## src/hdl/sdrm_pkg.sv

```systemverilog
// ----------------------------------------------------------------------------
// sdrm_pkg - shared types and codes for the signed rounding divider
// Opcode encodings, output field width and the control bundle that
// travels down the divider array beside the data.
// ----------------------------------------------------------------------------
package sdrm_pkg;

    localparam int unsigned FIELD_W = 64;

    // rounding mode codes; any code with bit 1 set truncates
    localparam logic [1:0] OP_FLOOR = 2'd0;
    localparam logic [1:0] OP_CEIL  = 2'd1;
    localparam logic [1:0] OP_TRUNC = 2'd2;

    typedef struct packed {
        logic [1:0] mode;
        logic       qneg;  // quotient sign
        logic       dneg;  // dividend sign
        logic       vneg;  // divisor sign
        logic       dbz;   // divisor is zero
        logic       dvz;   // dividend is zero
    } sdrm_ctrl_t;

endpackage

```

## src/hdl/sdrm_post.sv

```systemverilog
// ----------------------------------------------------------------------------
// sdrm_post - rounding and sign back end
// Stage one applies the floor or ceiling correction to the truncated
// magnitudes; stage two restores signs, saturates and forces zero cases.
// ----------------------------------------------------------------------------
module sdrm_post #(
    parameter int DATA_WIDTH = 64
) (
    input  logic                           clk,
    input  logic                           rst_n,
    input  logic                           in_valid,
    input  sdrm_pkg::sdrm_ctrl_t           in_ctrl,
    input  logic [DATA_WIDTH-1:0]          in_q,
    input  logic [DATA_WIDTH-1:0]          in_r,
    input  logic [DATA_WIDTH-1:0]          in_b,
    output logic                           done,
    output logic [sdrm_pkg::FIELD_W-1:0]   quotient,
    output logic [sdrm_pkg::FIELD_W-1:0]   remainder,
    output logic                           divide_by_zero,
    output logic                           overflow
);
    import sdrm_pkg::*;

    // stage one
    logic                  v1_reg;
    logic [DATA_WIDTH-1:0] qmag_reg;
    logic [DATA_WIDTH-1:0] qmag_next;
    logic [DATA_WIDTH-1:0] rmag_reg;
    logic [DATA_WIDTH-1:0] rmag_next;
    logic                  qneg_reg;
    logic                  rneg_reg;
    logic                  rneg_next;
    logic                  dbz_reg;
    logic                  dvz_reg;
    logic                  inexact;
    logic                  bump;

    // stage two
    logic                  done_reg;
    logic [FIELD_W-1:0]    quot_reg;
    logic [FIELD_W-1:0]    quot_next;
    logic [FIELD_W-1:0]    rem_reg;
    logic [FIELD_W-1:0]    rem_next;
    logic                  dbz_out_reg;
    logic                  ovf_reg;
    logic                  ovf_next;
    logic                  sat;
    logic [DATA_WIDTH-1:0] qval;
    logic [DATA_WIDTH-1:0] rval;
    logic [DATA_WIDTH-1:0] qmax;

    always_comb
    begin
        inexact   = (in_r != '0);
        bump      = 1'b0;
        rneg_next = in_ctrl.dneg;
        case (in_ctrl.mode)
            OP_FLOOR:
            begin
                bump = in_ctrl.qneg & inexact;
                if (bump)
                begin
                    rneg_next = in_ctrl.vneg;
                end
            end
            OP_CEIL:
            begin
                bump = ~in_ctrl.qneg & inexact;
                if (bump)
                begin
                    rneg_next = ~in_ctrl.vneg;
                end
            end
            default:
            begin
                bump = 1'b0;
            end
        endcase
        qmag_next = in_q + DATA_WIDTH'(bump);
        rmag_next = bump ? (in_b - in_r) : in_r;
    end

    always_ff @(posedge clk)
    begin
        qmag_reg <= qmag_next;
        rmag_reg <= rmag_next;
        qneg_reg <= in_ctrl.qneg;
        rneg_reg <= rneg_next;
        dbz_reg  <= in_ctrl.dbz;
        dvz_reg  <= in_ctrl.dvz;
    end

    always_comb
    begin
        qmax = {1'b0, {(DATA_WIDTH-1){1'b1}}};
        sat  = ~qneg_reg & qmag_reg[DATA_WIDTH-1];
        qval = qneg_reg ? (~qmag_reg + DATA_WIDTH'(1)) : qmag_reg;
        rval = rneg_reg ? (~rmag_reg + DATA_WIDTH'(1)) : rmag_reg;
        if (sat)
        begin
            qval = qmax;
            rval = '0;
        end
        ovf_next = sat & ~dbz_reg & ~dvz_reg;
        if (dbz_reg || dvz_reg)
        begin
            qval = '0;
            rval = '0;
        end
        quot_next = FIELD_W'($signed(qval));
        rem_next  = FIELD_W'($signed(rval));
    end

    always_ff @(posedge clk)
    begin
        quot_reg    <= quot_next;
        rem_reg     <= rem_next;
        dbz_out_reg <= dbz_reg;
        ovf_reg     <= ovf_next;
    end

    always_ff @(posedge clk or negedge rst_n)
    begin
        if (!rst_n)
        begin
            v1_reg   <= 1'b0;
            done_reg <= 1'b0;
        end
        else
        begin
            v1_reg   <= in_valid;
            done_reg <= v1_reg;
        end
    end

    assign done           = done_reg;
    assign quotient       = quot_reg;
    assign remainder      = rem_reg;
    assign divide_by_zero = dbz_out_reg;
    assign overflow       = ovf_reg;

endmodule

```

## config.mk

```make
export PLATFORM = sky130hd
export DESIGN_NAME = sdrm_post
export DESIGN_NICKNAME = d
export VERILOG_FILES = /design/src/hdl/sdrm_pkg.sv /design/src/hdl/sdrm_post.sv
export SDC_FILE = /design/constraint.sdc
export NUM_CORES = 1
export LEC_CHECK = 0
export BUFFER_PORTS_ARGS = -buffer_cell sky130_fd_sc_hd__buf_4
export CAP_MARGIN = 20
export CELL_PAD_IN_SITES_DETAIL_PLACEMENT = 1
export CELL_PAD_IN_SITES_GLOBAL_PLACEMENT = 1
export CORE_MARGIN = 2
export CORE_UTILIZATION = 43
export DETAILED_ROUTE_END_ITERATION = 7
export HOLD_SLACK_MARGIN = 0.08
export PLACE_DENSITY = 0.83
export SKIP_LAST_GASP = 1
export SYNTH_ARGS = -nofsm -noshare
export SYNTH_HDL_FRONTEND = slang
export SYNTH_SLANG_ARGS = --single-unit
```

## constraint.sdc

```tcl
create_clock -name clk -period 6.2 [get_ports clk]
set_input_delay 1.24 -clock clk [delete_from_list [all_inputs] [get_ports clk]]
set_output_delay 1.24 -clock clk [all_outputs]
set_load 0.005 [all_outputs]
```

==> results of run 1 <==
area by class of cell:
class	instances	area [um2]	area share, %
Inverter	91	342	1.85
Tap cell	448	561	3.03
Antenna cell	1	2.50	0.0135
Multi-Input combinational cell	1374	8790	47.6
Timing Repair Buffer	345	2620	14.2
Clock inverter	8	128	0.691
Clock buffer	36	737	3.99
Sequential cell	264	5300	28.7
cell usage after synthesis (3+ instances only):
library cell,number
o21a_1,4
o21bai_1,12
a221oi_1,4
a211oi_1,4
or3_1,12
and2_1,3
clkbuf_1,66
a21oi_1,131
a21o_1,44
o311ai_0,3
ha_1,67
nand3_1,59
nor2b_1,9
a211o_1,4
or3_2,6
nor3_1,44
or4_4,5
nor4_1,37
o31ai_1,28
nand4_1,26
or3_4,3
buf_6,3
and4_1,11
or2_2,10
o211ai_1,9
xnor2_1,97
xor2_1,137
nor3b_1,5
dfxtp_1,262
a21boi_0,3
nor3_2,3
inv_1,90
a31oi_1,7
nand2b_1,12
mux2i_1,7
and3_1,23
or4_1,14
o41ai_1,8
nand2_1,169
o21ai_0,166
nor2_1,149
stage by stage:
stage	hold WS (ps)	utilization [%]
after floorplan	331	-
after global placement	341	52.3
after detailed placement	336	52.3
after CTS	359	54.9
after global routing	360	55.0
final	356	55.0
worst max-delay path, stage by stage:
cell     delay [ps]
buf_4            90
nor4_1           50
buf_4           150
nand4_1         140
nor4_1          110
nor2_1          260
nand2_2         100
inv_2            90
ha_1            180
nand3_1         200
nor4_1          790
and4_1          330
nand4_1         270
nor3_1          590
nand2_1         340
nor3_1          250
xor2_1          170
cells by family after synthesis:
kind of cell               count (synthesis)  synth area share, %
AOI/OAI and AO/OA                        448                 18.2
xor gates and xnor gates                 234                 13.9
adders and majority gates                 68                 5.84
buffers and inverters                    160                 4.24
DFF                                      264                 36.0
muxes                                      7                0.477
and+or+nand+nor                          617                 21.3
metal layers:
metal  share of wire (%)  vias to the layer above  global-route usage, %
li1                    -                     6903                      -
met1                  44                     6827                   35.0
met2                  48                      421                   47.5
met3                 5.7                       90                   3.80
met4                 3.2                        2                   9.16
met5               0.032                        -                      0
power by group:
group,leakage (nW),internal [mW],switching (mW)
sequential,2.21,1.83,0.116
clock,0.418,0.950,0.634
combinational,5.66,0.448,0.565
worst max-delay path by stage:
stage / from / end / cells past startpoint
5_1_grt: in_r[4] / qmag_reg[63] / 17
2_1_floorplan: in_r[4] / qmag_reg[36] / 17
3_5_place_dp: in_r[4] / qmag_reg[52] / 19
6_report: in_r[4] / qmag_reg[55] / 17
3_3_place_gp: in_r[21] / qmag_reg[63] / 16
4_1_cts: in_r[4] / qmag_reg[55] / 17
==> flow_metrics.py, run 1 <==
metrics = {
    "synth": {
        "synth_cells": 1798,
        "ys_warn_count": 0,
        "syn_nets": 2068,
        "synthFlopType": "dfxtp_1",
        "netlist-cell-type-count": 72,
        "yosys-top-cells-area": "dfxtp_1, xor2_1, xnor2_1",
        "synthesis.area_um2": 14700,
        "yosysSeqAreaShare_pct": 36.0,
        "synth.avg_cell_area_um2": 8.18,
        "synth-edff-count": 0,
        "synth_seq_cells": 264,
        "yosysTopAreaCell": "dfxtp_1",
        "synth.top_cell.area_share_pct": 35.7,
        "async_flop_share_pct": 0.758,
    },
    "finish": {
        "drive_gt1_share_pct": 20.5,
        "final_common_cell": "buf_4",
        "layout_common_cells": "buf_4, dfxtp_1, nand2_1",
        "syn_to_final_growth_pct": 25.6,
        "nNetsFinal": 2371,
        "fillCellCount": 4121,
        "postLayoutCellArea_um2": 18500,
        "stdcell_count": 2567,
    },
    "route": {
        "first_iter_violations": 792,
        "ant_nets": 0,
        "drt-vias-per-instance": 5.55,
        "drcViolationCount": 0,
        "routed_wl_mm": 50.7,
        "avgRoutedWirePerCell_um": 19.7,
        "via_count": 14200,
        "dr.pass1.iters": 5,
    },
    "setup_path": {
        "reg2reg_depth": 11,
        "reg2reg_from": "qmag_reg[13]",
        "cp_data_arrival_time_ps": 5380,
        "setup.worst_path.class": "primary input to register",
        "cp-start-kind": "primary input",
        "r2r_slack_ps": 2410,
        "crit_required_ps": 6650,
        "crit_fanout": 7,
        "rr_endpoint": "quotient[57]",
        "critPathCaptureType": "register",
    },
    "clocking": {
        "clk_pin_slew_ps": 60,
        "ctsHoldBuffers": 0,
        "htreeDepth": 1,
        "post_cts_buffers": 0,
        "cts_tree": "yes",
        "cts_buffers": 25,
        "clockBufferDepth": 3,
        "cts-root-buf": "clkbuf_16",
        "post_cts_resized": 0,
        "cts.sinks": 264,
        "clk_latency_ps": 520,
    },
    "worst_hold_path": {
        "worstHoldStart": "v1_reg",
        "min_to": "done",
        "hold_path_class": "register to register",
        "min_path_cells": 0,
    },
    "floorplanning": {
        "die_height_um": 189,
        "num_rows": 67,
        "fp.dieArea_um2": 35700,
        "ios": 333,
        "core_um2": 33600,
        "die_w_um": 189,
        "start_util_pct": 43.7,
    },
    "placed_design": {
        "post_dp_cell_area_um2": 17600,
        "dp_hpwl_mm": 40.6,
        "port_buffers": 332,
        "dpl.cell_count": 2521,
        "post-place-ws_ps": 837,
        "place.gp.congestion": 0.925,
    },
    "power": {
        "p_per_area_nw_per_um2": 246,
        "p_total_mw": 4.55,
        "p_leak_nw": 8.29,
        "ir_drop_uv": 242,
    },
    "timing": {
        "worstMarginPinSlew_ps": 1020,
        "rsz0062_at_grt": "false",
        "finalSetupViolations": 0,
        "maxSlewHeadroom_pct": 31.8,
        "period_share_pct": 79.6,
        "tns_ps": 0,
        "hold_viol_final": 0,
        "fin_crit_ps": 4940,
        "worst_slack_ps": 1260,
        "skew_ps": 11.5,
        "fmax_ghz": 0.203,
        "drv_slew": 0,
    },
    "job": {
        "drv_cap": 0,
    },
    "grt": {
        "grt_pass1_wl_mm": 78.3,
        "grt_pass1_vias": 14600,
        "grt_max_degree": 106,
        "track_usage_pct": 27.4,
        "grt_antenna_before_repair": 2,
        "gr-total-overflow": 0,
    },
    "outcome": {
        "status": "complete, no violations",
    },
}
Power figures use the tool's default switching activity.
==> run 2: changes to the inputs <==
--- a/config.mk
+++ b/config.mk
@@ -5,15 +5,16 @@
 export SDC_FILE = /design/constraint.sdc
 export NUM_CORES = 1
 export LEC_CHECK = 0
+export ABC_AREA = 1
 export BUFFER_PORTS_ARGS = -buffer_cell sky130_fd_sc_hd__buf_4
 export CAP_MARGIN = 20
 export CELL_PAD_IN_SITES_DETAIL_PLACEMENT = 1
 export CELL_PAD_IN_SITES_GLOBAL_PLACEMENT = 1
 export CORE_MARGIN = 2
-export CORE_UTILIZATION = 43
+export CORE_UTILIZATION = 39
 export DETAILED_ROUTE_END_ITERATION = 7
 export HOLD_SLACK_MARGIN = 0.08
-export PLACE_DENSITY = 0.83
+export PLACE_DENSITY = 0.78
 export SKIP_LAST_GASP = 1
 export SYNTH_ARGS = -nofsm -noshare
 export SYNTH_HDL_FRONTEND = slang
==> constraint.sdc (replaced) <==
create_clock -name clk -period 5.1 [get_ports clk]
set_input_delay 1.02 -clock clk [delete_from_list [all_inputs] [get_ports clk]]
set_output_delay 1.02 -clock clk [all_outputs]
set_load 0.005 [all_outputs]
==> flow_metrics.py, run 2 <==
metrics = {
    "setup_path": {
        "crit_required_ps": 5580,
        "crit_fanout": 41,
        "cp_data_arrival_time_ps": 3830,
        "critPathCaptureType": "register",
        "cp-start-kind": "primary input",
        "setup.worst_path.class": "primary input to register",
    },
    "synth": {
        "yosysTopAreaCell": "dfxtp_1",
        "syn_nets": 3573,
        "ys_warn_count": 0,
        "synthFlopType": "dfxtp_1",
        "yosys-top-cells-count": "nand2_1, inv_1, nor2_1, dfxtp_1, nand3_1",
        "synth.top_cell.area_share_pct": 27.2,
        "synth_cells": 3303,
        "yosysSeqAreaShare_pct": 27.5,
        "yosysMostFrequentCell": "nand2_1",
        "synthesis.area_um2": 19300,
        "synth_seq_cells": 264,
        "synth-edff-count": 0,
        "synth.avg_cell_area_um2": 5.84,
        "yosys-top-cells-area": "dfxtp_1, nand2_1, inv_1",
        "async_flop_share_pct": 0.758,
        "netlist-cell-type-count": 55,
    },
    "floorplanning": {
        "num_rows": 81,
        "die_w_um": 226,
        "ios": 333,
        "fp.dieArea_um2": 51200,
        "core_um2": 48800,
        "start_util_pct": 39.5,
        "die_height_um": 226,
    },
    "finish": {
        "layout_common_cells": "nand2_1, inv_1, nor2_1",
        "final_common_cell": "nand2_1",
        "multi_input_area_um2": 11600,
        "drive_gt1_share_pct": 13.2,
        "fillCellCount": 6886,
        "postLayoutCellArea_um2": 23500,
        "nNetsFinal": 3899,
        "syn_to_final_growth_pct": 21.8,
        "seq_area_um2": 5300,
        "n_antenna_cell": 0,
    },
    "timing": {
        "fin_crit_ps": 3350,
        "period_share_pct": 65.6,
        "tns_ps": 0,
        "worst_slack_ps": 1750,
        "maxSlewHeadroom_pct": 35.3,
        "hold_viol_final": 0,
        "fmax_ghz": 0.299,
        "drv_slew": 0,
        "rsz0062_at_grt": "false",
        "skew_ps": 13.7,
        "hold_ws_ps": 211,
        "finalSetupViolations": 0,
        "worstMarginPinSlew_ps": 962,
    },
    "clocking": {
        "htreeDepth": 1,
        "clk_latency_ps": 590,
        "ctsHoldBuffers": 0,
        "cts_buffers": 30,
        "post_cts_buffers": 0,
        "cts-root-buf": "clkbuf_16",
        "cts.sinks": 264,
        "clk_pin_slew_ps": 60,
        "clockBufferDepth": 3,
        "post_cts_resized": 0,
        "cts_tree": "yes",
    },
    "placed_design": {
        "post_dp_cell_area_um2": 22500,
        "post-place-ws_ps": 1210,
        "place.gp.congestion": 1.07,
        "port_buffers": 332,
        "dp_hpwl_mm": 82.4,
    },
    "power": {
        "p_total_mw": 6.38,
        "p_leak_nw": 12.2,
        "p_per_area_nw_per_um2": 272,
        "ir_drop_uv": 232,
    },
    "job": {
        "drv_cap": 0,
    },
    "grt": {
        "grt_max_degree": 57,
        "grt_antenna_before_repair": 2,
        "grt_pass1_wl_mm": 142,
        "track_usage_pct": 36.9,
        "gr-total-overflow": 0,
        "grt_pass1_vias": 23500,
    },
    "route": {
        "avgRoutedWirePerCell_um": 22.4,
        "via_count": 23200,
        "routed_wl_mm": 96.7,
        "first_iter_violations": 1894,
        "dr.pass1.iters": 7,
        "drcViolationCount": 0,
        "ant_nets": 0,
        "drt-vias-per-instance": 5.38,
    },
    "outcome": {
        "status": "complete, no violations",
    },
    "worst_hold_path": {
        "hold_path_class": "primary input to asynchronous set/reset pin",
    },
}
## run 2: cell types whose count changed after synthesis, sizes merged, moves of 27 or more
cell	change
inv	+478
xor2	-56
nor3	+32
nor2	+320
o31ai	-27
nand3	+126
a21o	-44
o21ai	-33
nand2	+937
clkbuf	-42
xnor2	-77
nand4	+45
## run 2: metal layers
layer | up-vias | routed length (um) | GRT usage (%) | share of wire [%]
met4 | 2 | 2770 | 10.5 | 2.9
li1 | 10900 | - | - | -
met1 | 11300 | 45100 | 53.3 | 47
met3 | 143 | 7850 | 6.12 | 8.1
met5 | - | 18 | 0 | 0.019
met2 | 881 | 41000 | 56.3 | 42
## run 2: layout make-up
cell class,count,area share [%]
clock buffers,36,3.55
clock inverters,17,0.857
inverters,570,9.11
multi-input cells,2421,49.5
flip-flops and latches,264,22.5
well taps,664,3.54
repair buffers,342,10.9
## run 2: kinds of logic after synthesis
group / count (synthesis) / synth area share [%]
AOI/OAI and AO/OA: 294 / 8.20
xor gates and xnor gates: 101 / 4.59
adders and majority gates: 68 / 4.45
buffers and inverters: 618 / 12.3
DFF: 264 / 27.5
and+or+nand+nor: 1958 / 43.0
## run 2: worst max-delay path, stage by stage
cell and delay, ps:
buf_4 120, inv_1 90, nand4_1 180, nor2_1 350
nand2_1 90, nor2_1 100, nand2_1 200, nand3_1 190
nand2_4 70, buf_4 300, inv_2 600, nand2_1 260
o21ai_1 220
## run 2: final timing paths
| check | start | to | slack, ps | cells after the start |
|---|---|---|---|---|
| setup / recovery | in_r[61] | rmag_reg[27] | 1750 | 13 |
| hold / removal | rst_n | done | 210 | 1 |
| setup reg to reg | dbz_reg | remainder[23] | 2200 | 8 |
| hold reg to reg | v1_reg | done | 360 | 0 |
| max in group asynchronous | rst_n | v1_reg | 4800 | 1 |
| min in group clk | v1_reg | done | 360 | 0 |
## run 2: power breakdown
part | internal, mW | switching (mW)
clock | 1.32 | 0.970
sequential | 2.21 | 0.182
combinational | 0.553 | 1.14
total | 4.09 | 2.29
## run 2: through the flow
| stage | utilization (%) | cells |
|---|---|---|
| finish | 48.1 | 4314 |
| CTS | 48.1 | 4314 |
| global route | 48.1 | 4314 |
| detailed placement | 46.0 | 4261 |
| global placement | 46.0 | 4261 |
| floorplan | - | 3303 |
