===== src/hdl/sdrm_pkg.sv =====
// ----------------------------------------------------------------------------
// sdrm_pkg - shared types and codes for the signed rounding divider
// Opcode encodings, output field width and the control bundle that
// travels down the divider array beside the data.
// ----------------------------------------------------------------------------
package sdrm_pkg;

    localparam int unsigned FIELD_W = 64;

    // rounding mode codes; any code with bit 1 set truncates
    localparam logic [1:0] OP_FLOOR = 2'd0;
    localparam logic [1:0] OP_CEIL  = 2'd1;
    localparam logic [1:0] OP_TRUNC = 2'd2;

    typedef struct packed {
        logic [1:0] mode;
        logic       qneg;  // quotient sign
        logic       dneg;  // dividend sign
        logic       vneg;  // divisor sign
        logic       dbz;   // divisor is zero
        logic       dvz;   // dividend is zero
    } sdrm_ctrl_t;

endpackage


===== src/hdl/sdrm_cell.sv =====
// ----------------------------------------------------------------------------
// sdrm_cell - one restoring division step
// Shifts the next dividend bit into the partial remainder, subtracts the
// divisor when it fits and shifts the quotient bit into the freed slot.
// ----------------------------------------------------------------------------
module sdrm_cell #(
    parameter int DATA_WIDTH = 64
) (
    input  logic                  clk,
    input  logic                  rst_n,
    input  logic                  in_valid,
    input  sdrm_pkg::sdrm_ctrl_t  in_ctrl,
    input  logic [DATA_WIDTH-1:0] in_r,
    input  logic [DATA_WIDTH-1:0] in_aq,
    input  logic [DATA_WIDTH-1:0] in_b,
    output logic                  out_valid,
    output sdrm_pkg::sdrm_ctrl_t  out_ctrl,
    output logic [DATA_WIDTH-1:0] out_r,
    output logic [DATA_WIDTH-1:0] out_aq,
    output logic [DATA_WIDTH-1:0] out_b
);
    import sdrm_pkg::*;

    logic                  valid_reg;
    sdrm_ctrl_t            ctrl_reg;
    logic [DATA_WIDTH-1:0] r_reg;
    logic [DATA_WIDTH-1:0] r_next;
    logic [DATA_WIDTH-1:0] aq_reg;
    logic [DATA_WIDTH-1:0] aq_next;
    logic [DATA_WIDTH-1:0] b_reg;
    logic [DATA_WIDTH-1:0] trial;
    logic [DATA_WIDTH:0]   diff;
    logic                  fits;

    // partial remainder stays below the divisor, so the shift never loses a bit
    always_comb
    begin
        trial   = {in_r[DATA_WIDTH-2:0], in_aq[DATA_WIDTH-1]};
        diff    = {1'b0, trial} - {1'b0, in_b};
        fits    = ~diff[DATA_WIDTH];
        r_next  = fits ? diff[DATA_WIDTH-1:0] : trial;
        aq_next = {in_aq[DATA_WIDTH-2:0], fits};
    end

    always_ff @(posedge clk or negedge rst_n)
    begin
        if (!rst_n)
        begin
            valid_reg <= 1'b0;
        end
        else
        begin
            valid_reg <= in_valid;
        end
    end

    always_ff @(posedge clk)
    begin
        ctrl_reg <= in_ctrl;
        r_reg    <= r_next;
        aq_reg   <= aq_next;
        b_reg    <= in_b;
    end

    assign out_valid = valid_reg;
    assign out_ctrl  = ctrl_reg;
    assign out_r     = r_reg;
    assign out_aq    = aq_reg;
    assign out_b     = b_reg;

endmodule


===== config.mk =====
export PLATFORM = sky130hd
export DESIGN_NAME = sdrm_cell
export DESIGN_NICKNAME = d
export VERILOG_FILES = /design/src/hdl/sdrm_pkg.sv /design/src/hdl/sdrm_cell.sv
export SDC_FILE = /design/constraint.sdc
export NUM_CORES = 1
export LEC_CHECK = 0
export ABC_AREA = 1
export ABC_CLOCK_PERIOD_IN_PS = 800
export BUFFER_PORTS_ARGS = -buffer_cell sky130_fd_sc_hd__clkbuf_2
export CELL_PAD_IN_SITES_DETAIL_PLACEMENT = 0
export CELL_PAD_IN_SITES_GLOBAL_PLACEMENT = 1
export CORE_MARGIN = 2
export CORE_UTILIZATION = 34
export CTS_CLUSTER_SIZE = 40
export DETAILED_ROUTE_END_ITERATION = 16
export PLACE_DENSITY_LB_ADDON = 0.3
export SLEW_MARGIN = 20
export SYNTH_ARGS = -nofsm -noshare
export SYNTH_HDL_FRONTEND = slang
export SYNTH_SLANG_ARGS = --single-unit

===== constraint.sdc =====
create_clock -name clk -period 0.8 [get_ports clk]
set_input_delay 0.08 -clock clk [delete_from_list [all_inputs] [get_ports clk]]
set_output_delay 0.08 -clock clk [all_outputs]
set_load 0.1 [all_outputs]

==> flow_summary_export.csv, run 1 <==
group,metric,value,unit
sta,hold_viol,0,
place,numPlacedInstances,2796,
synth,ys_ff_latch,200,
pwr,irDropWorstVdd,1.70,mV
sta,fin_crit_sh,222,%
sta,slew_headroom,77.8,%
routing,vias,14000,
sta,setup_ws,-0.977,ns
sta,min_period,1.78,ns
pwr,swShare,43.3,%
global_route,grt_pass1_vias,14500,
place,hpwlAfterDp,39.6,mm
clock_tree,cts_buffer_depth,2,
floorplan,start_util,34.6,%
worst_setup_path,crit_required,1.19,ns
final_layout,final_layout_size_suffix_gt1_share,42.2,%
pwr,sequentialPowerShare,28.4,%
global_route,grt_usage,33.0,%
synth,netlist_area,10900,sq um
outcome,outcome,"finished with violations",
sta,slew_viol_final,0,
synth,synth_top_area_share,36.5,%
synth,synth.area.top_cells,"dfxtp_1 (36%), nand2_1 (26%), inv_1 (13%), ha_1 (7.3%), nor2_1 (3.8%)",
worst_setup_path,critPathMaxFanout,3,
floorplan,io_pins,402,
synth,seq_area_frac_synth,36.7,%
clock_tree,cts_root_buf,"clkbuf_16",
synth,yosysUniqueCellTypes,32,
clock_tree,numCtsBuffers,17,
synth,synth_edf_count,0,
synth,synthArstFlopShare,0.500,%
synth,synthCells,1745,
sta,setup_viol,265,
outcome,violations,"negative setup slack",
routing,wl,56.6,mm
worst_setup_path,path_class,"in -> reg",
sta,rsz0062_at_grt,"true",
floorplan,core-area,31600,sq um
final_layout,final_cells,3056,
final_layout,nets,2909,
pwr,comb_power_share,50.4,%
floorplan,dieWidth,183,microns
routing,vias_per_cell,4.59,
synth,synth_largest_area_cell,"dfxtp_1",
flow_run,max-cap-violations,0,
worst_hold_path,worstHoldPathType,"in -> reg",
global_route,grt_pass1_wl,83.5,mm
sta,fmax,0.563,GHz
global_route,overflow,0,
worst_setup_path,startpoint,"in_aq[63]",
pwr,power_density,1880,nW/um^2
worst_setup_path,cp_common_cell,"buf_4",
clock_tree,cts_max_level,4,
global_route,antenna_found_initial,0,
global_route,grt_max_degree,19,
final_layout,final_util,71.3,%
routing,drt_iter0_drc,807,
floorplan,fp-row-count,65,
worst_setup_path,critical_path_arrival,2.17,ns
final_layout,diodes,0,
worst_setup_path,slowest_delay,0.37,ns
sta,setup_tns,-110.07,ns
routing,ant_nets,0,
clock_tree,clkTransAtPathRegs,0.09,ns
place,finalWeightedCongestion,0.930,
floorplan,die-height,183,microns
floorplan,die-area,33600,sq um
place,dp_slack,-1.49,ns
pwr,p_sw,18.3,mW
synth,avgSynthCellArea,6.26,sq um
synth,ys_warn_count,0,
routing,drcViolationCount,0,
pwr,p_leak,12.3,nW
synth,synth_nets,2012,
worst_setup_path,path_cells,"clkbuf_16, inv_12, ha_4, fa_2, inv_2, buf_4, buf_4, buf_4, buf_4, nand3_1, nand3_2, nand3_1, nand2_2, buf_4, xor2_1, nand2_2, nand2_2",
synth,synth_ff_type,"dfxtp_1",
worst_setup_path,cpMaxStageDelayCell,"fa_2",
worst_setup_path,crit_path_end,"out_r[26]",
pwr,clkPwrFrac,21.2,%
worst_setup_path,startpoint_type,"input pin",
worst_setup_path,crit_path_end_kind,"flip-flop",
clock_tree,cts_sinks,200,
synth,yosys-top-cells-count,"nand2_1 (752), inv_1 (388), dfxtp_1 (199), nor2_1 (112), nand3_1 (66)",
pwr,p_total,42.4,mW
place,io_buffers,400,
sta,max_slew.worst_pin.slew,0.331,ns
final_layout,area_growth,106,%
clock_tree,cts_tree,"done",
routing,dr.pass1.iters,6,
synth,yosysMostFrequentCell,"nand2_1",
routing,routedWlPerCell,18.5,microns
pwr,p_int,24.0,mW
-- how the worst min path moves through the flow --
stage	slack [ns]	startpoint	depth (start not counted)	endpoint
after floorplan	-0.22	rst_n	0	out_valid
after global placement	-0.15	rst_n	1	out_valid
after detailed placement	-0.14	rst_n	1	out_valid
after CTS	-0.10	in_r[24]	3	out_r[25]
after global routing	0.1	in_b[0]	5	out_r[0]
final	0.08	in_r[42]	5	out_r[43]
-- layout make-up --
type | count | area [sq um]
Clock buffer | 19 | 443
Clock inverter | 12 | 133
Fill cell | 2395 | 9060
Inverter | 398 | 1530
Multi-Input combinational cell | 1134 | 6120
Sequential cell | 200 | 4270
Tap cell | 402 | 503
Timing Repair Buffer | 890 | 9480
Timing Repair inverter | 1 | 11.3
-- through the flow --
stage | hold WS, ns | instance area, sq um
4_1_cts | -0.102 | 22100
2_1_floorplan | -0.216 | 11300
5_1_grt | 0.0986 | 22500
3_3_place_gp | -0.146 | 18600
3_5_place_dp | -0.144 | 18600
6_report | 0.0784 | 22500
-- power by group through the flow --
stage / clock, mW / combinational [mW] / sequential (mW)
floorplan: 0 / 4.01 / 18.6
global placement: 0 / 18.7 / 12.2
detailed placement: 0 / 18.8 / 12.2
CTS: 9.02 / 20.6 / 12.0
global route: 9.45 / 22.3 / 12.1
finish: 8.96 / 21.4 / 12.0
-- logic make-up (layout without fill, tap and decap cells) --
| logic type | Yosys count | after routing | synth area share (%) |
|---|---|---|---|
| AO/OA/AOI/OAI | 50 | 50 | 2.35 |
| adder cells (fa/ha/maj) | 65 | 65 | 7.52 |
| XOR/XNOR | 31 | 31 | 2.49 |
| AND/OR/NAND/NOR | 988 | 988 | 36.3 |
| buffers and inverters | 411 | 1320 | 14.6 |
| flip-flops | 200 | 200 | 36.7 |
-- cell usage in the layout (no fill, tap or decap), types with 30 or more instances in the layout --
| master | synthesis | layout |
|---|---|---|
| nand2_1 | 752 | 661 |
| nand2_2 | 7 | 86 |
| nand3_1 | 66 | 52 |
| xor2_1 | 30 | 30 |
| dlygate4sd3_1 | 0 | 201 |
| buf_12 | 1 | 207 |
| dfxtp_2 | 0 | 195 |
| buf_4 | 0 | 272 |
| clkbuf_2 | 0 | 199 |
| a21oi_1 | 42 | 34 |
| ha_1 | 64 | 37 |
| inv_1 | 388 | 385 |
| nor2_1 | 112 | 92 |
-- sequential cells by signal, summed over array words and instances (netlist names) --
name	count
out_aq	64
out_b	64
out_ctrl	7
out_r	64
out_valid	1
-- routing by layer --
layer  track usage (%)  vias to the layer above  wire length (microns)
met2              59.2                      510                  28200
met1              39.3                     6504                  23300
met3              5.88                       85                   3220
met4              12.4                        0                   1960
met5                 0                        -                      0
li1                  -                     6923                      -
-- critical path, delay by kind of cell --
family / cells / cell delay [ns]
buffers and inverters: 8 / 0.74
adder cells (fa/ha/maj): 2 / 0.52
XOR/XNOR: 1 / 0.19
AND/OR/NAND/NOR: 6 / 0.64
-- what timing repair did --
| item | CTS | global route |
|---|---|---|
| hold endpoints to repair | 200 | 1 |
| setup buffers | 16 | 3 |
| hold buffers | 200 | 1 |
| resized for setup | 125 | 81 |
| setup endpoints to repair | 265 | 265 |
| pin swaps | 11 | 13 |
| gates cloned | 7 | 3 |
Note: power is estimated with default switching activity, not from simulation.
==> run 2, diff against run 1 <==
- CORE_UTILIZATION: 34 -> 25
- GPL_TIMING_DRIVEN: unset -> 0
==> flow_summary_export.csv, run 2 (synthesized netlist as in run 1, its figures left out) <==
group,metric,value,unit
sta,setup_ws,-0.773,ns
place,hpwlAfterDp,37.9,mm
floorplan,die-area,45400,sq um
final_layout,final_cells,2993,
pwr,p_total,41.5,mW
routing,ant_nets,0,
floorplan,dieWidth,213,microns
global_route,grt_pass1_wl,75.6,mm
worst_hold_path,worstHoldPathType,"in -> reg",
worst_setup_path,startpoint_type,"input pin",
worst_setup_path,critPathMaxFanout,10,
place,io_buffers,400,
pwr,power_density,1860,nW/um^2
clock_tree,cts_buffer_depth,2,
place,dp_slack,-1.81,ns
clock_tree,cts_max_level,4,
pwr,irDropWorstVdd,1.30,mV
pwr,p_leak,11.7,nW
place,dpl-instance-area,14000,sq um
worst_setup_path,crit_family,"simple AND/OR/NAND/NOR gates",
outcome,violations,"negative setup slack",
final_layout,final_layout_size_suffix_gt1_share,39.0,%
sta,whs,0.0328,ns
global_route,grt_pass1_vias,13000,
final_layout,final_util,51.9,%
place,numPlacedInstances,2730,
global_route,overflow,0,
final_layout,nets,2660,
sta,setup_tns,-108.82,ns
worst_hold_path,hold_path_depth,5,
routing,vias,12400,
sta,setup_viol,265,
sta,min_period,1.57,ns
sta,fmax,0.636,GHz
routing,vias_per_cell,4.13,
outcome,outcome,"finished with violations",
worst_hold_path,worstHoldStart,"in_b[0]",
final_layout,mostFrequentLayoutCells,"nand2_1 (662), inv_1 (383), clkbuf_16 (218)",
routing,drt_iter0_drc,493,
sta,fin_crit_sh,197,%
flow_run,max-cap-violations,0,
floorplan,die-height,213,microns
worst_setup_path,crit_path_end_kind,"flip-flop",
routing,dr.pass1.iters,5,
worst_setup_path,crit_required,1.23,ns
worst_setup_path,path_class,"in -> reg",
worst_setup_path,cpMaxStageDelayCell,"fa_2",
place,finalWeightedCongestion,0.853,
routing,drcViolationCount,0,
worst_setup_path,slowest_delay,0.35,ns
global_route,grt_max_degree,24,
final_layout,fin_area,22400,sq um
worst_hold_path,whs_endpoint,"out_r[0]",
routing,routedWlPerCell,17.3,microns
worst_setup_path,cp_common_cell,"nand2_4",
floorplan,start_util,25.4,%
global_route,grt_usage,22.7,%
global_route,antenna_found_initial,3,
sta,slew_headroom,78.2,%
floorplan,core-area,43100,sq um
worst_setup_path,startpoint,"in_aq[63]",
worst_setup_path,cp.buffers_inverters,5,
clock_tree,cts_root_buf,"clkbuf_16",
worst_setup_path,path_cells,"clkbuf_16, inv_12, ha_4, fa_2, inv_2, nand3_2, nand2_4, nand2_4, nand2_4, nand2_4, nand2_4, nand2_4, nand2_4, nand2_4, nand2_8, buf_12, buf_8, nand2_1, nand2_1",
final_layout,area_growth,105,%
clock_tree,cts_tree,"done",
floorplan,io_pins,402,
clock_tree,clkTransAtPathRegs,0.09,ns
sta,rsz0062_at_grt,"true",
sta,max_slew.worst_pin.slew,0.324,ns
final_layout,mostFrequentLayoutCell,"nand2_1",
sta,hold_viol,0,
routing,wl,51.7,mm
clock_tree,numCtsBuffers,17,
sta,slew_viol_final,0,
worst_setup_path,critical_path_arrival,2.00,ns
clock_tree,cts_sinks,200,
floorplan,fp-row-count,76,
[run 2: cell count changes in the layout (fill, tap and decap cells not counted), sizes merged]
cell | before | now
diode | 0 | 2
bufbuf | 1 | 0
clkbuf | 221 | 417
clkinv | 5 | 8
bufinv | 1 | 0
buf | 486 | 41
[run 2: power by group]
| group | total, mW | internal, mW | switching, mW |
|---|---|---|---|
| Combinational | 20.4 | 7.80 | 12.6 |
| Clock | 9.25 | 4.35 | 4.90 |
| Sequential | 11.9 | 11.1 | 0.727 |
| Total | 41.5 | 23.3 | 18.2 |
[run 2: routing by layer]
| layer | track usage [%] | wire [microns] | vias up |
|---|---|---|---|
| li1 | - | - | 6423 |
| met2 | 40.4 | 25400 | 325 |
| met3 | 4.66 | 2790 | 48 |
| met1 | 27.1 | 22400 | 5575 |
| met5 | 0 | 0 | - |
| met4 | 7.72 | 1080 | 0 |
[run 2: how the worst max path moves through the flow]
stage	slack [ns]	end	depth (start not counted)
after global routing	-0.87	out_r[7]	15
final	-0.77	out_r[7]	19
after floorplan	-0.98	out_r[33]	18
after detailed placement	-1.81	out_r[52]	18
after global placement	-1.80	out_r[52]	18
after CTS	-0.72	out_r[36]	19
[run 2: area by class of cell]
cell class	count	area, sq um
fill	3986	20700
timing repair buffer	630	8300
multi-input combinational	1134	6750
sequential	200	4260
inverter	398	1510
tap	585	732
clock buffer	17	425
clock inverter	15	214
buffer	12	164
antenna	2	5.00
[run 2: repair_timing]
action,4_1_cts,5_1_grt
pin swaps,21,13
gates cloned,1,0
hold endpoints to repair,200,2
resized for setup,818,107
endpoints found under the setup margin,265,265
buffers inserted,23,5
hold buffers,199,2
==> run 3, diff against run 2 <==
- ABC_CLOCK_PERIOD_IN_PS: 800 -> unset
- CTS_BUF_LIST: unset -> sky130_fd_sc_hd__clkbuf_2
- CTS_CLUSTER_SIZE: 40 -> unset
==> flow_summary_export.csv, run 3 (synthesized netlist as in run 1, its figures left out) <==
group,metric,value,unit
worst_setup_path,startpoint,"in_r[6]",
pwr,p_total,40.9,mW
final_layout,mostFrequentLayoutCell,"nand2_1",
outcome,violations,"negative hold slack, negative setup slack",
sta,max_slew.worst_pin.slew,0.777,ns
worst_hold_path,hold_path_depth,6,
clock_tree,cts_root_buf,"clkbuf_2",
clock_tree,cts_buffer_depth,2,
routing,ant_nets,0,
clock_tree,cts_max_level,4,
worst_setup_path,crit_family,"simple AND/OR/NAND/NOR gates",
routing,dr.pass1.iters,4,
final_layout,fin_area,25500,sq um
pwr,irDropWorstVdd,1.17,mV
global_route,overflow,0,
global_route,antenna_found_initial,5,
pwr,p_leak,13.0,nW
sta,hold_viol,32,
final_layout,mostFrequentLayoutCells,"nand2_1 (585), dlygate4sd3_1 (440), inv_1 (357)",
worst_setup_path,critPathMaxFanout,4,
floorplan,die-height,213,microns
worst_setup_path,crit_path_end_kind,"flip-flop",
sta,whs,-0.404,ns
sta,setup_tns,-279.19,ns
worst_setup_path,path_depth,17,
place,dpl-instance-area,14000,sq um
worst_setup_path,critical_path_arrival,3.19,ns
global_route,grt_pass1_wl,86.5,mm
routing,drt_iter0_drc,525,
worst_setup_path,path_class,"in -> reg",
final_layout,final_layout_size_suffix_gt1_share,39.3,%
final_layout,final_cells,3278,
routing,wl,59.7,mm
sta,min_period,2.19,ns
worst_setup_path,path_cells,"clkbuf_2, dlygate4sd3_1, dlygate4sd3_1, ha_4, nand2_1, nand2_1, nand2_1, nand2_1, inv_1, nand3_1, nand3_1, nand2_1, nand2_1, nand2_1, nand2_1, nand3_1, nand2_1",
final_layout,nets,2941,
global_route,grt_pass1_vias,14700,
routing,drcViolationCount,0,
clock_tree,cts_tree,"done",
final_layout,area_growth,134,%
worst_setup_path,crit_required,1.80,ns
sta,rsz0062_at_grt,"true",
worst_setup_path,cp.buffers_inverters,4,
clock_tree,cts_sinks,200,
floorplan,fp-row-count,76,
sta,slew_headroom,48.2,%
sta,setup_ws,-1.39,ns
place,numPlacedInstances,2730,
sta,fin_crit_sh,273,%
floorplan,io_pins,402,
sta,slew_viol_final,0,
clock_tree,clkTransAtPathRegs,0.34,ns
global_route,grt_usage,26.0,%
place,finalWeightedCongestion,0.853,
routing,vias,13700,
floorplan,core-area,43100,sq um
floorplan,die-area,45400,sq um
worst_setup_path,cpMaxStageDelayCell,"dlygate4sd3_1",
routing,vias_per_cell,4.18,
sta,fmax,0.457,GHz
place,hpwlAfterDp,37.9,mm
flow_run,max-cap-violations,0,
global_route,grt_max_degree,24,
pwr,power_density,1600,nW/um^2
worst_setup_path,startpoint_type,"input pin",
floorplan,dieWidth,213,microns
final_layout,filler_cell_count,3639,
sta,setup_viol,309,
routing,routedWlPerCell,18.2,microns
worst_hold_path,worstHoldStart,"in_b[28]",
place,io_buffers,400,
clock_tree,numCtsBuffers,17,
worst_setup_path,cp_common_cell,"nand2_1",
floorplan,start_util,25.4,%
worst_hold_path,worstHoldPathType,"in -> reg",
outcome,outcome,"finished with violations",
worst_setup_path,slowest_delay,0.66,ns
==> run 3: changes by cell type in the layout (fill, tap and decap cells not counted), moves of 19 or more <==
cell	delta
dlygate4sd3_1	+239
nand2_1	-77
nand2_2	+47
nand2_4	+29
inv_1	-26
inv_2	+26
ha_4	+21
buf_12	+20
nor2_1	+20
nor2_2	-19
==> run 3: through the flow <==
step / setup WS (ns) / util [%]
2_1_floorplan: -0.984 / -
3_3_place_gp: -1.80 / 32.5
3_5_place_dp: -1.81 / 32.5
4_1_cts: -1.25 / 56.8
5_1_grt: -1.37 / 59.2
6_report: -1.39 / 59.2
==> run 3: per-layer routing <==
metal / vias to the layer above / GRT usage, % / wire, microns
met5: - / 0 / 0
li1: 6989 / - / -
met1: 6259 / 29.8 / 24900
met2: 366 / 47.3 / 29800
met4: 0 / 8.37 / 1540
met3: 73 / 6.03 / 3400
==> run 3: worst min-delay path: cells and delay by family <==
kind,cells,cell delay (ns)
XOR/XNOR,1,0.07
buffers and inverters,2,0.16
AND/OR/NAND/NOR,2,0.17
adder cells (fa/ha/maj),1,0.15
==> run 3: power by group <==
group	internal, mW	leakage (nW)	switching, mW
Sequential	11.2	1.69	0.761
Clock	1.25	0.165	4.72
Combinational	9.53	11.1	13.5
Total	22.0	13.0	19.0
==> run 3: layout make-up <==
class	instances	area, sq um	area share, %
buffer	12	210	0.824
antenna	6	15.0	0.0588
timing repair buffer	910	11300	44.2
inverter	398	1520	5.97
clock buffer	17	85.1	0.333
timing repair inverter	1	30.0	0.118
multi-input combinational	1134	7180	28.1
sequential	200	4260	16.7
clock inverter	15	214	0.838
tap	585	732	2.87
==> run 3: path summary, 6_finish.rpt <==
path                             end  slack, ns
setup / recovery           out_r[42]      -1.39
hold / removal             out_r[28]      -0.40
max in group asynchronous  out_valid       0.34
min in group asynchronous  out_valid       0.34
==> run 3: what timing repair did <==
item                                   4_1_cts  5_1_grt
setup endpoints to repair                  265      265
resized for setup                          833      261
endpoints found under the hold margin      201      126
gates cloned                                11        0
buffers inserted                            39       28
hold buffers                               465      188
pin swaps                                   29       70
