## config.mk

```make
export PLATFORM = sky130hd
export DESIGN_NAME = sdrm_prep
export DESIGN_NICKNAME = d
export VERILOG_FILES = /design/src/hdl/sdrm_pkg.sv /design/src/hdl/sdrm_prep.sv
export SDC_FILE = /design/constraint.sdc
export NUM_CORES = 1
export LEC_CHECK = 0
export BUFFER_PORTS_ARGS = -buffer_cell sky130_fd_sc_hd__buf_2
export CORE_MARGIN = 2
export CORE_UTILIZATION = 47
export CTS_CLUSTER_SIZE = 16
export DETAILED_ROUTE_END_ITERATION = 7
export PLACE_DENSITY_LB_ADDON = 0.08
export SLEW_MARGIN = 20
export SYNTH_ARGS = -nofsm -noshare
export SYNTH_HDL_FRONTEND = slang
export SYNTH_SLANG_ARGS = --single-unit
```

## constraint.sdc

```tcl
create_clock -name clk -period 0.8 [get_ports clk]
set_clock_uncertainty 0.15 [all_clocks]
set_input_delay 0.08 -clock clk [delete_from_list [all_inputs] [get_ports clk]]
set_output_delay 0.08 -clock clk [all_outputs]
set_load 0.01 [all_outputs]
```

## src/hdl/sdrm_pkg.sv

```systemverilog
// ----------------------------------------------------------------------------
// sdrm_pkg - shared types and codes for the signed rounding divider
// Opcode encodings, output field width and the control bundle that
// travels down the divider array beside the data.
// ----------------------------------------------------------------------------
package sdrm_pkg;

    localparam int unsigned FIELD_W = 64;

    // rounding mode codes; any code with bit 1 set truncates
    localparam logic [1:0] OP_FLOOR = 2'd0;
    localparam logic [1:0] OP_CEIL  = 2'd1;
    localparam logic [1:0] OP_TRUNC = 2'd2;

    typedef struct packed {
        logic [1:0] mode;
        logic       qneg;  // quotient sign
        logic       dneg;  // dividend sign
        logic       vneg;  // divisor sign
        logic       dbz;   // divisor is zero
        logic       dvz;   // dividend is zero
    } sdrm_ctrl_t;

endpackage

```

## src/hdl/sdrm_prep.sv

```systemverilog
// ----------------------------------------------------------------------------
// sdrm_prep - operand front end
// Takes the low DATA_WIDTH bits of each operand, registers their
// magnitudes and the sign and zero bits of the transaction.
// ----------------------------------------------------------------------------
module sdrm_prep #(
    parameter int DATA_WIDTH = 64
) (
    input  logic                           clk,
    input  logic                           rst_n,
    input  logic                           in_valid,
    input  logic [1:0]                     in_mode,
    input  logic [DATA_WIDTH-1:0]          in_dividend,
    input  logic [DATA_WIDTH-1:0]          in_divisor,
    output logic                           out_valid,
    output sdrm_pkg::sdrm_ctrl_t           out_ctrl,
    output logic [DATA_WIDTH-1:0]          out_a,
    output logic [DATA_WIDTH-1:0]          out_b
);
    import sdrm_pkg::*;

    logic                  valid_reg;
    sdrm_ctrl_t            ctrl_reg;
    sdrm_ctrl_t            ctrl_next;
    logic [DATA_WIDTH-1:0] a_reg;
    logic [DATA_WIDTH-1:0] a_next;
    logic [DATA_WIDTH-1:0] b_reg;
    logic [DATA_WIDTH-1:0] b_next;

    always_comb
    begin
        ctrl_next.mode = in_mode;
        ctrl_next.dneg = in_dividend[DATA_WIDTH-1];
        ctrl_next.vneg = in_divisor[DATA_WIDTH-1];
        ctrl_next.qneg = in_dividend[DATA_WIDTH-1] ^ in_divisor[DATA_WIDTH-1];
        ctrl_next.dbz  = (in_divisor == '0);
        ctrl_next.dvz  = (in_dividend == '0);
        a_next = in_dividend[DATA_WIDTH-1] ? (~in_dividend + DATA_WIDTH'(1)) : in_dividend;
        b_next = in_divisor[DATA_WIDTH-1] ? (~in_divisor + DATA_WIDTH'(1)) : in_divisor;
    end

    always_ff @(posedge clk or negedge rst_n)
    begin
        if (!rst_n)
        begin
            valid_reg <= 1'b0;
        end
        else
        begin
            valid_reg <= in_valid;
        end
    end

    always_ff @(posedge clk)
    begin
        ctrl_reg <= ctrl_next;
        a_reg    <= a_next;
        b_reg    <= b_next;
    end

    assign out_valid = valid_reg;
    assign out_ctrl  = ctrl_reg;
    assign out_a     = a_reg;
    assign out_b     = b_reg;

endmodule

```

==> summary.txt, run 1 <==
Outcome
  – Status: did not finish
  – Last stage: clock tree synthesis (4_1_cts)
  – First Err: [ERROR DPL-0038] Utilization greater than 100%, impossible to legalize

Yosys
  – Distinct cells, synth: 33
  – EDFF count, synth: 0
  – Count leader, synth: dfxtp_1
  – Synth cell count leaders: dfxtp_1, xnor2_1, o31ai_1
  – Avg Cell Area, Syn: 10.1 µm²
  – Area contributors post-synth: dfxtp_1, xnor2_1, o31ai_1
  – Share of the synthesized area in the top cell type: 47.4%
  – Synth area leader: dfxtp_1
  – Yosys warnings: 0
  – Primary FF master, synth: dfxtp_1
  – Netlist Area Pre-Place: 0.00570 mm²
  – Sequential-to-total area share from yosys stat: 47.9%
  – Register bit total from synthesis: 136
  – Post-Syn Instances: 563
  – Net Count, Synth: 698
  – Synth async-reset ratio: 0.735%

Place
  – Final HPWL DP: 14.9 mm
  – Routability cong.: 0.884
  – Placed cell areas: 0.00953 mm²
  – Port Buffers: 268

Floorplan
  – Die Wd: 114 µm
  – Row cnt: 40
  – I/O pins: 269
  – Initial Utilization: 47.8%
  – Die Y: 114 µm

Clocking
  – Htree depth: 4
  – Cts hold-fix bufs: 14
  – Post-CTS Setup Inserts: 40
  – Clk sinks: 136
  – Num CTS Buffers: 17
  – CTS Buffer Depth: 2
  – Clock root buffer: clkbuf_16
  – Resized cells post-CTS: 294
[stage by stage]
| step | setup TNS, ns | setup WS, ns | utilization (%) | std cells | hold WS (ns) |
|---|---|---|---|---|---|
| after global placement | -153.81 | -1.76 | 80.0 | 1161 | -0.296 |
| after detailed placement | -157.21 | -1.83 | 80.0 | 1161 | -0.294 |
| after floorplan | -135.56 | -1.62 | - | 563 | -0.366 |
[cells by family after synthesis]
logic type | after synthesis | share of synthesized area, %
AO/OA/AOI/OAI | 107 | 14.0
XOR/XNOR | 123 | 18.9
adder cells (fa/ha/maj) | 2 | 0.439
buffers and inverters | 36 | 2.53
flip-flops | 136 | 47.9
AND/OR/NAND/NOR | 159 | 16.3
==> inputs of run 2 (changes only) <==
--- a/config.mk
+++ b/config.mk
@@ -7,10 +7,9 @@
 export LEC_CHECK = 0
 export BUFFER_PORTS_ARGS = -buffer_cell sky130_fd_sc_hd__buf_2
 export CORE_MARGIN = 2
-export CORE_UTILIZATION = 47
-export CTS_CLUSTER_SIZE = 16
+export CORE_UTILIZATION = 40
 export DETAILED_ROUTE_END_ITERATION = 7
-export PLACE_DENSITY_LB_ADDON = 0.08
+export PLACE_DENSITY_LB_ADDON = 0.15
 export SLEW_MARGIN = 20
 export SYNTH_ARGS = -nofsm -noshare
 export SYNTH_HDL_FRONTEND = slang
==> run 2 against run 1 <==
Against the previous run:
- the flow now finishes, with violations (hold timing, setup timing)
- synthesized cell count stayed put
- synthesized area stayed put
==> summary.txt, run 2 <==
Outcome
  – Status: complete, but fails checks
  – Failing checks: hold timing, setup timing

Finish
  – Final Non-Filler Cells: 1303
  – Most frequent cells in the layout: buf_4, buf_6, buf_2
  – Core Util, Final: 95.5%
  – Design area: 0.0133 mm²
  – Fill count: 318
  – Nets@finish: 1244
  – Layout cells sized above 1: 76.9%
  – Area Overhead vs Synth: 133%
  – Commonest non-fill, non-tap cell in the layout: buf_4

Route
  – Total number of vias: 7837
  – Routed Antenna Nets: 0
  – Initial DRT Pass Iterations: 5
  – DRC viols: 0
  – Initial DRC count: 563
  – Via-per-instance ratio: 6.01
  – Wire per inst: 27.4 µm
  – Final WL: 35.7 mm

Yosys
  – Synth cell count leaders: dfxtp_1, xnor2_1, o31ai_1
  – Area contributors post-synth: dfxtp_1, xnor2_1, o31ai_1
  – Register bit total from synthesis: 136
  – Synth area leader: dfxtp_1
  – Sequential-to-total area share from yosys stat: 47.9%
  – Synth async-reset ratio: 0.735%
  – Net Count, Synth: 698
  – Avg Cell Area, Syn: 10.1 µm²
  – Netlist Area Pre-Place: 0.00570 mm²
  – EDFF count, synth: 0
  – Post-Syn Instances: 563
  – Yosys warnings: 0
  – Distinct cells, synth: 33
  – Share of the synthesized area in the top cell type: 47.4%
  – Primary FF master, synth: dfxtp_1
  – Count leader, synth: dfxtp_1

Timing
  – Ratio of final minimum period to clock period: 284%
  – Slew @ Worst Pin: 0.752 ns
  – Peak Freq: 439 MHz
  – Worst setup margin: -1.48 ns
  – Unrepaired setup endpoints after global routing: true
  – Hold WS: -0.384 ns
  – Final Max Slew Viols: 0
  – Slew HR: 49.4%
  – Setup TNS: -151.61 ns
  – Final setup fails: 257
  – Min cycle time layout: 2.28 ns
  – Final Hold Viols: 124

Floorplan
  – Initial Utilization: 41.0%
  – Row cnt: 43
  – I/O pins: 269
  – CORE AREA: 0.0139 mm²
  – Die area: 0.0152 mm²
  – Die Y: 123 µm
  – Die Wd: 123 µm

Critical path
  – Crit Path Max Fanout: 5
  – Startpoint types: input pin
  – Worst path arrival time: 2.46 ns
  – CP Data Required Time: 0.99 ns
  – Crit. End Element: flop
  – Setup CP Type: input pin to flop

Place
  – Placed cell areas: 0.00956 mm²
  – Inst Count DP: 1195
  – Port Buffers: 268
  – Pre-CTS setup slack: -1.89 ns
  – Final HPWL DP: 15.3 mm
  – Routability cong.: 0.850

Global routing
  – Largest net degree at the start of global routing: 35
  – GRT Residual Overflow: 0
  – Vias in the first global route: 7433
  – First-pass GRT wire length: 39.3 mm
  – Gr usage total: 33.9%
  – Initial antenna violation count: 2

Clocking
  – CTS tree: yes
  – Clock-pin slew on the worst setup and hold paths: 0.06 ns
  – Clock root buffer: clkbuf_16
  – CTS Buffer Depth: 2
  – Cts hold-fix bufs: 19
  – Num CTS Buffers: 17
  – Htree depth: 4
  – Clk sinks: 136

Power
  – Power Dens Cells: 1670 mW/mm²
  – Maximum VDD drop: 1.35 mV
  – Overall Power: 22.2 mW
  – Leakage: 5.76 nW

Min path
  – Hold path start: in_divisor[0]
  – Hold EP: out_b[0]
  – Worst hold-check path type: input pin to flop
  – Hold Crit Depth: 1

Run
  – Maxcap violations: 0
run 2: cell counts after synthesis:
Identical to the previous run, type by type.
run 2: critical path: stages:
cell and delay, ns:
buf_6 0.09, or4_4 0.56, or4_4 0.55, or3_4 0.39
buf_12 0.16, buf_8 0.13, o31ai_4 0.30, xnor2_1 0.19
run 2: cell type report:
type | instances | area (µm²) | area share [%]
Multi-Input combinational cell | 392 | 4760 | 35.9
Timing Repair Buffer | 553 | 4700 | 35.4
Sequential cell | 136 | 2850 | 21.5
Clock buffer | 22 | 484 | 3.65
Tap cell | 180 | 225 | 1.70
Clock inverter | 10 | 166 | 1.26
Inverter | 9 | 71.3 | 0.538
Antenna cell | 1 | 2.50 | 0.0189
run 2: power by group:
| part | leakage, nW | total [mW] | switching [mW] | internal, mW |
|---|---|---|---|---|
| Clock | 0.301 | 8.91 | 3.36 | 5.56 |
| Combinational | 4.31 | 5.28 | 2.49 | 2.79 |
| Sequential | 1.15 | 7.99 | 0.403 | 7.58 |
| Total | 5.76 | 22.2 | 6.25 | 15.9 |
run 2: routing by layer:
| metal | part of all wire, % | vias to the layer above | global-route usage (%) |
|---|---|---|---|
| met4 | 8.4 | 2 | 17.8 |
| met1 | 32 | 3762 | 34.4 |
| met5 | 0.036 | - | 0 |
| met2 | 51 | 643 | 63.0 |
| li1 | - | 3177 | - |
| met3 | 8.8 | 253 | 8.99 |
run 2: repair_timing:
item / in CTS / in global routing
setup endpoints to repair: 256 / 257
resized for setup: 296 / 196
cloned: 3 / 0
setup buffers: 30 / 34
hold endpoints to repair: 136 / 126
pin swaps: 127 / 91
run 2: how the worst max path moves through the flow:
| stage | from | end | slack, ns | depth (start not counted) |
|---|---|---|---|---|
| 3_3_place_gp | in_divisor[27] | out_b[58] | -1.76 | 7 |
| 5_1_grt | in_divisor[37] | out_b[57] | -1.82 | 7 |
| 6_report | in_divisor[27] | out_b[44] | -1.48 | 8 |
| 4_1_cts | in_divisor[49] | out_b[52] | -1.33 | 6 |
| 3_5_place_dp | in_divisor[27] | out_b[58] | -1.89 | 7 |
| 2_1_floorplan | in_divisor[27] | out_b[54] | -1.62 | 6 |
run 2: kinds of logic (layout without fill, tap and decap cells):
group,count (synthesis),count (layout),synth area share (%)
buffers and inverters,36,594,2.53
AND/OR/NAND/NOR,159,160,16.3
AO/OA/AOI/OAI,107,107,14.0
flip-flops,136,136,47.9
other,0,1,0
adder cells (fa/ha/maj),2,2,0.439
XOR/XNOR,123,123,18.9
Power figures use the tool's default switching activity.
==> inputs of run 3 (changes only) <==
--- a/config.mk
+++ b/config.mk
@@ -6,9 +6,10 @@
 export NUM_CORES = 1
 export LEC_CHECK = 0
 export BUFFER_PORTS_ARGS = -buffer_cell sky130_fd_sc_hd__buf_2
-export CORE_MARGIN = 2
+export CORE_MARGIN = 8
 export CORE_UTILIZATION = 40
 export DETAILED_ROUTE_END_ITERATION = 7
+export MAX_ROUTING_LAYER = met4
 export PLACE_DENSITY_LB_ADDON = 0.15
 export SLEW_MARGIN = 20
 export SYNTH_ARGS = -nofsm -noshare
==> run 3 against run 2 <==
Against the previous run:
- final cell count is 0.23% higher
- the run still ends with hold timing, setup timing left
- combinational power is 2% higher
- utilization is 0.60 points lower
- die area is 20% higher
- non-clock buffer count is 1 lower
==> summary.txt, run 3 (synthesis results as in run 2) <==
Route
  – Total number of vias: 8157
  – WL met3: 4.38 mm
  – Initial DRT Pass Iterations: 5
  – Routed Antenna Nets: 0
  – Final WL: 40.1 mm
  – Initial DRC count: 790
  – Met2 WL: 19.0 mm
  – Met1 wire length: 13.2 mm
  – Via-per-instance ratio: 6.25
  – DRC viols: 0
  – Wire per inst: 30.7 µm
  – Max Used Layer: met4

Finish
  – Design area: 0.0132 mm²
  – Area Overhead vs Synth: 131%
  – Fill count: 352
  – Commonest non-fill, non-tap cell in the layout: buf_4
  – Register area: 0.00284 mm²
  – Layout cells sized above 1: 77.3%
  – Nets@finish: 1243
  – Final Non-Filler Cells: 1306
  – Multi-input logic area: 0.00485 mm²
  – Core Util, Final: 94.9%
  – Most frequent cells in the layout: buf_4, buf_6, buf_2

Critical path
  – Slowest stage delay, CP: 0.67 ns
  – Setup CP Type: input pin to flop
  – CP max stage cell: nor4_1
  – Critical-path cell list: buf_2 -> or4_1 -> nor2_2 -> buf_4 -> nand4_1 -> buf_6 -> or3_1 -> nor4_1
  – Worst path arrival time: 2.57 ns
  – Crit Path Max Fanout: 3
  – Startpoint types: input pin
  – CP Data Required Time: 0.88 ns
  – Crit. End Element: flop

Timing
  – Unrepaired setup endpoints after global routing: true
  – Ratio of final minimum period to clock period: 311%
  – Slew @ Worst Pin: 0.862 ns
  – Setup TNS: -155.37 ns
  – Slew HR: 42.0%
  – Min cycle time layout: 2.49 ns
  – Final setup fails: 260
  – Final Hold Viols: 121
  – Worst setup margin: -1.69 ns
  – Final Max Slew Viols: 0
  – Hold WS: -0.363 ns
  – Peak Freq: 402 MHz

Floorplan
  – Die Wd: 135 µm
  – Die area: 0.0183 mm²
  – Die Y: 135 µm
  – I/O pins: 269
  – Initial Utilization: 41.0%
  – Row cnt: 43
  – CORE AREA: 0.0139 mm²

Outcome
  – Failing checks: hold timing, setup timing
  – Status: complete, but fails checks

Power
  – Overall Power: 21.8 mW
  – Leakage: 5.71 nW
  – Maximum VDD drop: 1.15 mV
  – Power Dens Cells: 1650 mW/mm²

Run
  – Maxcap violations: 0

Clocking
  – Clock root buffer: clkbuf_16
  – Clk sinks: 136
  – Clock-pin slew on the worst setup and hold paths: 0.06 ns
  – CTS Buffer Depth: 2
  – Num CTS Buffers: 17
  – Htree depth: 4
  – CTS tree: yes
  – Cts hold-fix bufs: 16

Global routing
  – Gr usage total: 31.4%
  – Vias in the first global route: 7851
  – First-pass GRT wire length: 43.6 mm
  – GRT Residual Overflow: 0
  – Largest net degree at the start of global routing: 36
  – Initial antenna violation count: 3

Place
  – Port Buffers: 268
  – Routability cong.: 0.851
  – Pre-CTS setup slack: -1.81 ns
  – Final HPWL DP: 17.0 mm
  – Inst Count DP: 1195
  – Placed cell areas: 0.00953 mm²

Min path
  – Worst hold-check path type: input pin to flop
run 3: cell count changes in the layout (fill, tap and decap cells not counted), moves of 3 or more:
cell	previous run	this run
xnor2_2	16	20
buf_2	151	160
clkbuf_1	1	5
clkinvlp_4	5	1
dfxtp_2	98	90
buf_6	169	166
diode_2	1	5
nand2_1	14	10
buf_12	16	10
xnor2_1	105	101
buf_4	193	196
dfxtp_1	37	44
dlygate4sd3_1	18	15
run 3: area by class of cell:
cell class,instances,share of cell area (%)
sequential,136,21.6
tap,180,1.71
antenna,5,0.0950
clock buffer,25,3.69
inverter,9,0.504
clock inverter,7,0.884
timing repair buffer,552,34.7
multi-input combinational,392,36.9
run 3: worst paths after layout:
check,end,slack [ns],cells after the start,startpoint
setup / recovery,out_ctrl[0],-1.69,8,in_dividend[23]
hold / removal,out_b[0],-0.36,1,in_divisor[0]
max in group asynchronous,out_valid,0.04,3,rst_n
min in group asynchronous,out_valid,0.35,3,rst_n
run 3: layer usage:
layer	GRT usage, %	vias up
met4	14.6	0
met1	31.4	3911
met3	8.86	313
li1	-	3173
met5	-	-
met2	55.5	760
run 3: worst max-delay path, delay by kind of cell:
family | cells | cell delay, ns
buf+inv | 3 | 0.48
simple gates | 5 | 2.00
run 3: where the power goes:
group          switching, mW  internal (mW)
sequential             0.437           7.58
clock                   3.24           5.16
combinational           2.62           2.76
run 3: repair_timing:
item	CTS	global route
gates cloned	3	0
hold endpoints to repair	136	124
pin swaps	117	113
setup endpoints to repair	256	258
setup buffers	32	36
resized for setup	316	183
==> inputs of run 4 (changes only) <==
--- a/config.mk
+++ b/config.mk
@@ -7,7 +7,7 @@
 export LEC_CHECK = 0
 export BUFFER_PORTS_ARGS = -buffer_cell sky130_fd_sc_hd__buf_2
 export CORE_MARGIN = 8
-export CORE_UTILIZATION = 40
+export CORE_UTILIZATION = 42
 export DETAILED_ROUTE_END_ITERATION = 7
 export MAX_ROUTING_LAYER = met4
 export PLACE_DENSITY_LB_ADDON = 0.15
@@ -15,3 +15,4 @@
 export SYNTH_ARGS = -nofsm -noshare
 export SYNTH_HDL_FRONTEND = slang
 export SYNTH_SLANG_ARGS = --single-unit
+export TNS_END_PERCENT = 1
==> constraint.sdc (replaced) <==
create_clock -name clk -period 2.11 [get_ports clk]
set_clock_uncertainty 0.15 [all_clocks]
set_input_delay 0.211 -clock clk [delete_from_list [all_inputs] [get_ports clk]]
set_output_delay 0.211 -clock clk [all_outputs]
set_load 0.01 [all_outputs]
==> run 4 against run 3 <==
Against the previous run:
- the run ends with setup timing left
- flip-flop and latch count stayed put
- utilization decreased by 15 points
- first-iteration DRC count down 51%
- total power down 66%
- via count down 17%
- sequential share of layout area is 4.1 points higher
- clock-buffer cell count is 1 lower
- sequential power is 64% lower
==> summary.txt, run 4 (synthesis results as in run 2) <==
Clocking
  – Num CTS Buffers: 17
  – Clock root buffer: clkbuf_16
  – CTS tree: yes
  – Clk sinks: 136
  – Clock-pin slew on the worst setup and hold paths: 0.06 ns
  – Post-CTS Setup Inserts: 0
  – Htree depth: 4
  – CTS Buffer Depth: 2

Finish
  – Nets@finish: 1233
  – Register area: 0.00273 mm²
  – Area Overhead vs Synth: 86.1%
  – Commonest non-fill, non-tap cell in the layout: buf_2
  – Most frequent cells in the layout: buf_2, buf_4, dfxtp_1
  – Core Util, Final: 80.1%
  – Multi-input logic area: 0.00323 mm²
  – Layout cells sized above 1: 45.0%
  – Fill count: 794

Critical path
  – CP Data Required Time: 2.29 ns
  – Setup CP Type: input pin to flop
  – Worst path arrival time: 2.57 ns
  – Crit. End Element: flop
  – Crit Path Max Fanout: 5
  – Critical path capture point: out_b[46]
  – Critical path startpoint: in_divisor[27]
  – Startpoint types: input pin

Floorplan
  – I/O pins: 269
  – Initial Utilization: 43.0%
  – Die Y: 132 µm
  – CORE AREA: 0.0132 mm²
  – Die Wd: 132 µm
  – Die area: 0.0175 mm²
  – Row cnt: 42

Global routing
  – GRT Max-Usage Layer: met2
  – First-pass GRT wire length: 36.5 mm
  – Gr usage total: 26.3%
  – Initial antenna violation count: 1
  – GRT Residual Overflow: 0
  – Vias in the first global route: 7175
  – Largest net degree at the start of global routing: 67
  – Met2 Use GR: 46.5%
  – Met3 usage: 7.65%
  – Met1 usage: 27.0%

Timing
  – Final Max Slew Viols: 0
  – Min cycle time layout: 2.39 ns
  – Worst setup margin: -0.280 ns
  – Slew HR: 59.3%
  – Slew @ Worst Pin: 0.611 ns
  – Peak Freq: 418 MHz
  – Ratio of final minimum period to clock period: 113%
  – Final Hold Viols: 0
  – Hold WS: 0.0328 ns
  – Unrepaired setup endpoints after global routing: true
  – Final setup fails: 27

Route
  – Initial DRT Pass Iterations: 5
  – DRC viols: 0
  – Via-per-instance ratio: 5.24
  – Final WL: 24.2 mm
  – Initial DRC count: 387
  – Wire per inst: 18.8 µm
  – Total number of vias: 6750
  – Routed Antenna Nets: 0

Min path
  – Worst hold-check path type: input pin to flop
  – Hold Crit Depth: 3

Place
  – Final HPWL DP: 15.3 mm
  – Port Buffers: 268
  – Routability cong.: 0.899

Run
  – Maxcap violations: 0

Power
  – Power Dens Cells: 707 mW/mm²
  – Maximum VDD drop: 0.460 mV
  – Overall Power: 7.50 mW
  – Leakage: 4.55 nW

Outcome
  – Status: complete, but fails checks
  – Failing checks: setup timing
## run 4: cell type report
class / instances / share of cell area (%)
Sequential cell: 136 / 25.7
Inverter: 9 / 0.319
Clock buffer: 24 / 4.73
Multi-Input combinational cell: 392 / 30.4
Timing Repair Buffer: 542 / 35.6
Antenna cell: 3 / 0.0708
Tap cell: 176 / 2.08
Clock inverter: 7 / 1.09
## run 4: layer usage
| metal | routed length, µm | vias up |
|---|---|---|
| met5 | 0 | - |
| met4 | 738 | 0 |
| met3 | 1700 | 69 |
| met2 | 12500 | 312 |
| met1 | 9340 | 3233 |
| li1 | - | 3136 |
## run 4: worst min-delay path by stage
stage	startpoint	to	slack, ns
after floorplan	rst_n	out_valid	-0.23
after global placement	rst_n	out_valid	-0.16
after detailed placement	rst_n	out_valid	-0.16
after CTS	in_divisor[63]	out_ctrl[2]	0.02
after global routing	in_dividend[31]	out_a[32]	0.04
final	in_dividend[31]	out_a[32]	0.03
## run 4: critical path: stages
cell and delay (ns):
buf_6 0.09, or4_4 0.57, or4_4 0.54, or3_4 0.37, buf_6 0.16, o41ai_2 0.43, xnor2_1 0.20
## run 4: timing repair
action | in CTS | in global routing
hold buffers | 134 | 0
gates cloned | 1 | 0
resized for setup | 24 | 40
pin swaps | 5 | 9
setup endpoints to repair | 23 | 45
endpoints found under the hold margin | 133 | 0
## run 4: power breakdown
part | switching, mW | internal (mW)
logic | 0.701 | 0.767
registers | 0.0861 | 2.84
clock network | 1.10 | 2.01
## run 4: stage by stage
stage / cells / setup TNS, ns / setup slack [ns] / cell area (µm²)
after floorplan: 563 / -14.87 / -0.440 / 5700
final: 1289 / -2.79 / -0.280 / 10600
after CTS: 1286 / -1.45 / -0.136 / 10300
after global placement: 1120 / -24.98 / -0.594 / 8230
after global routing: 1287 / -3.48 / -0.289 / 10600
after detailed placement: 1120 / -26.51 / -0.666 / 8230
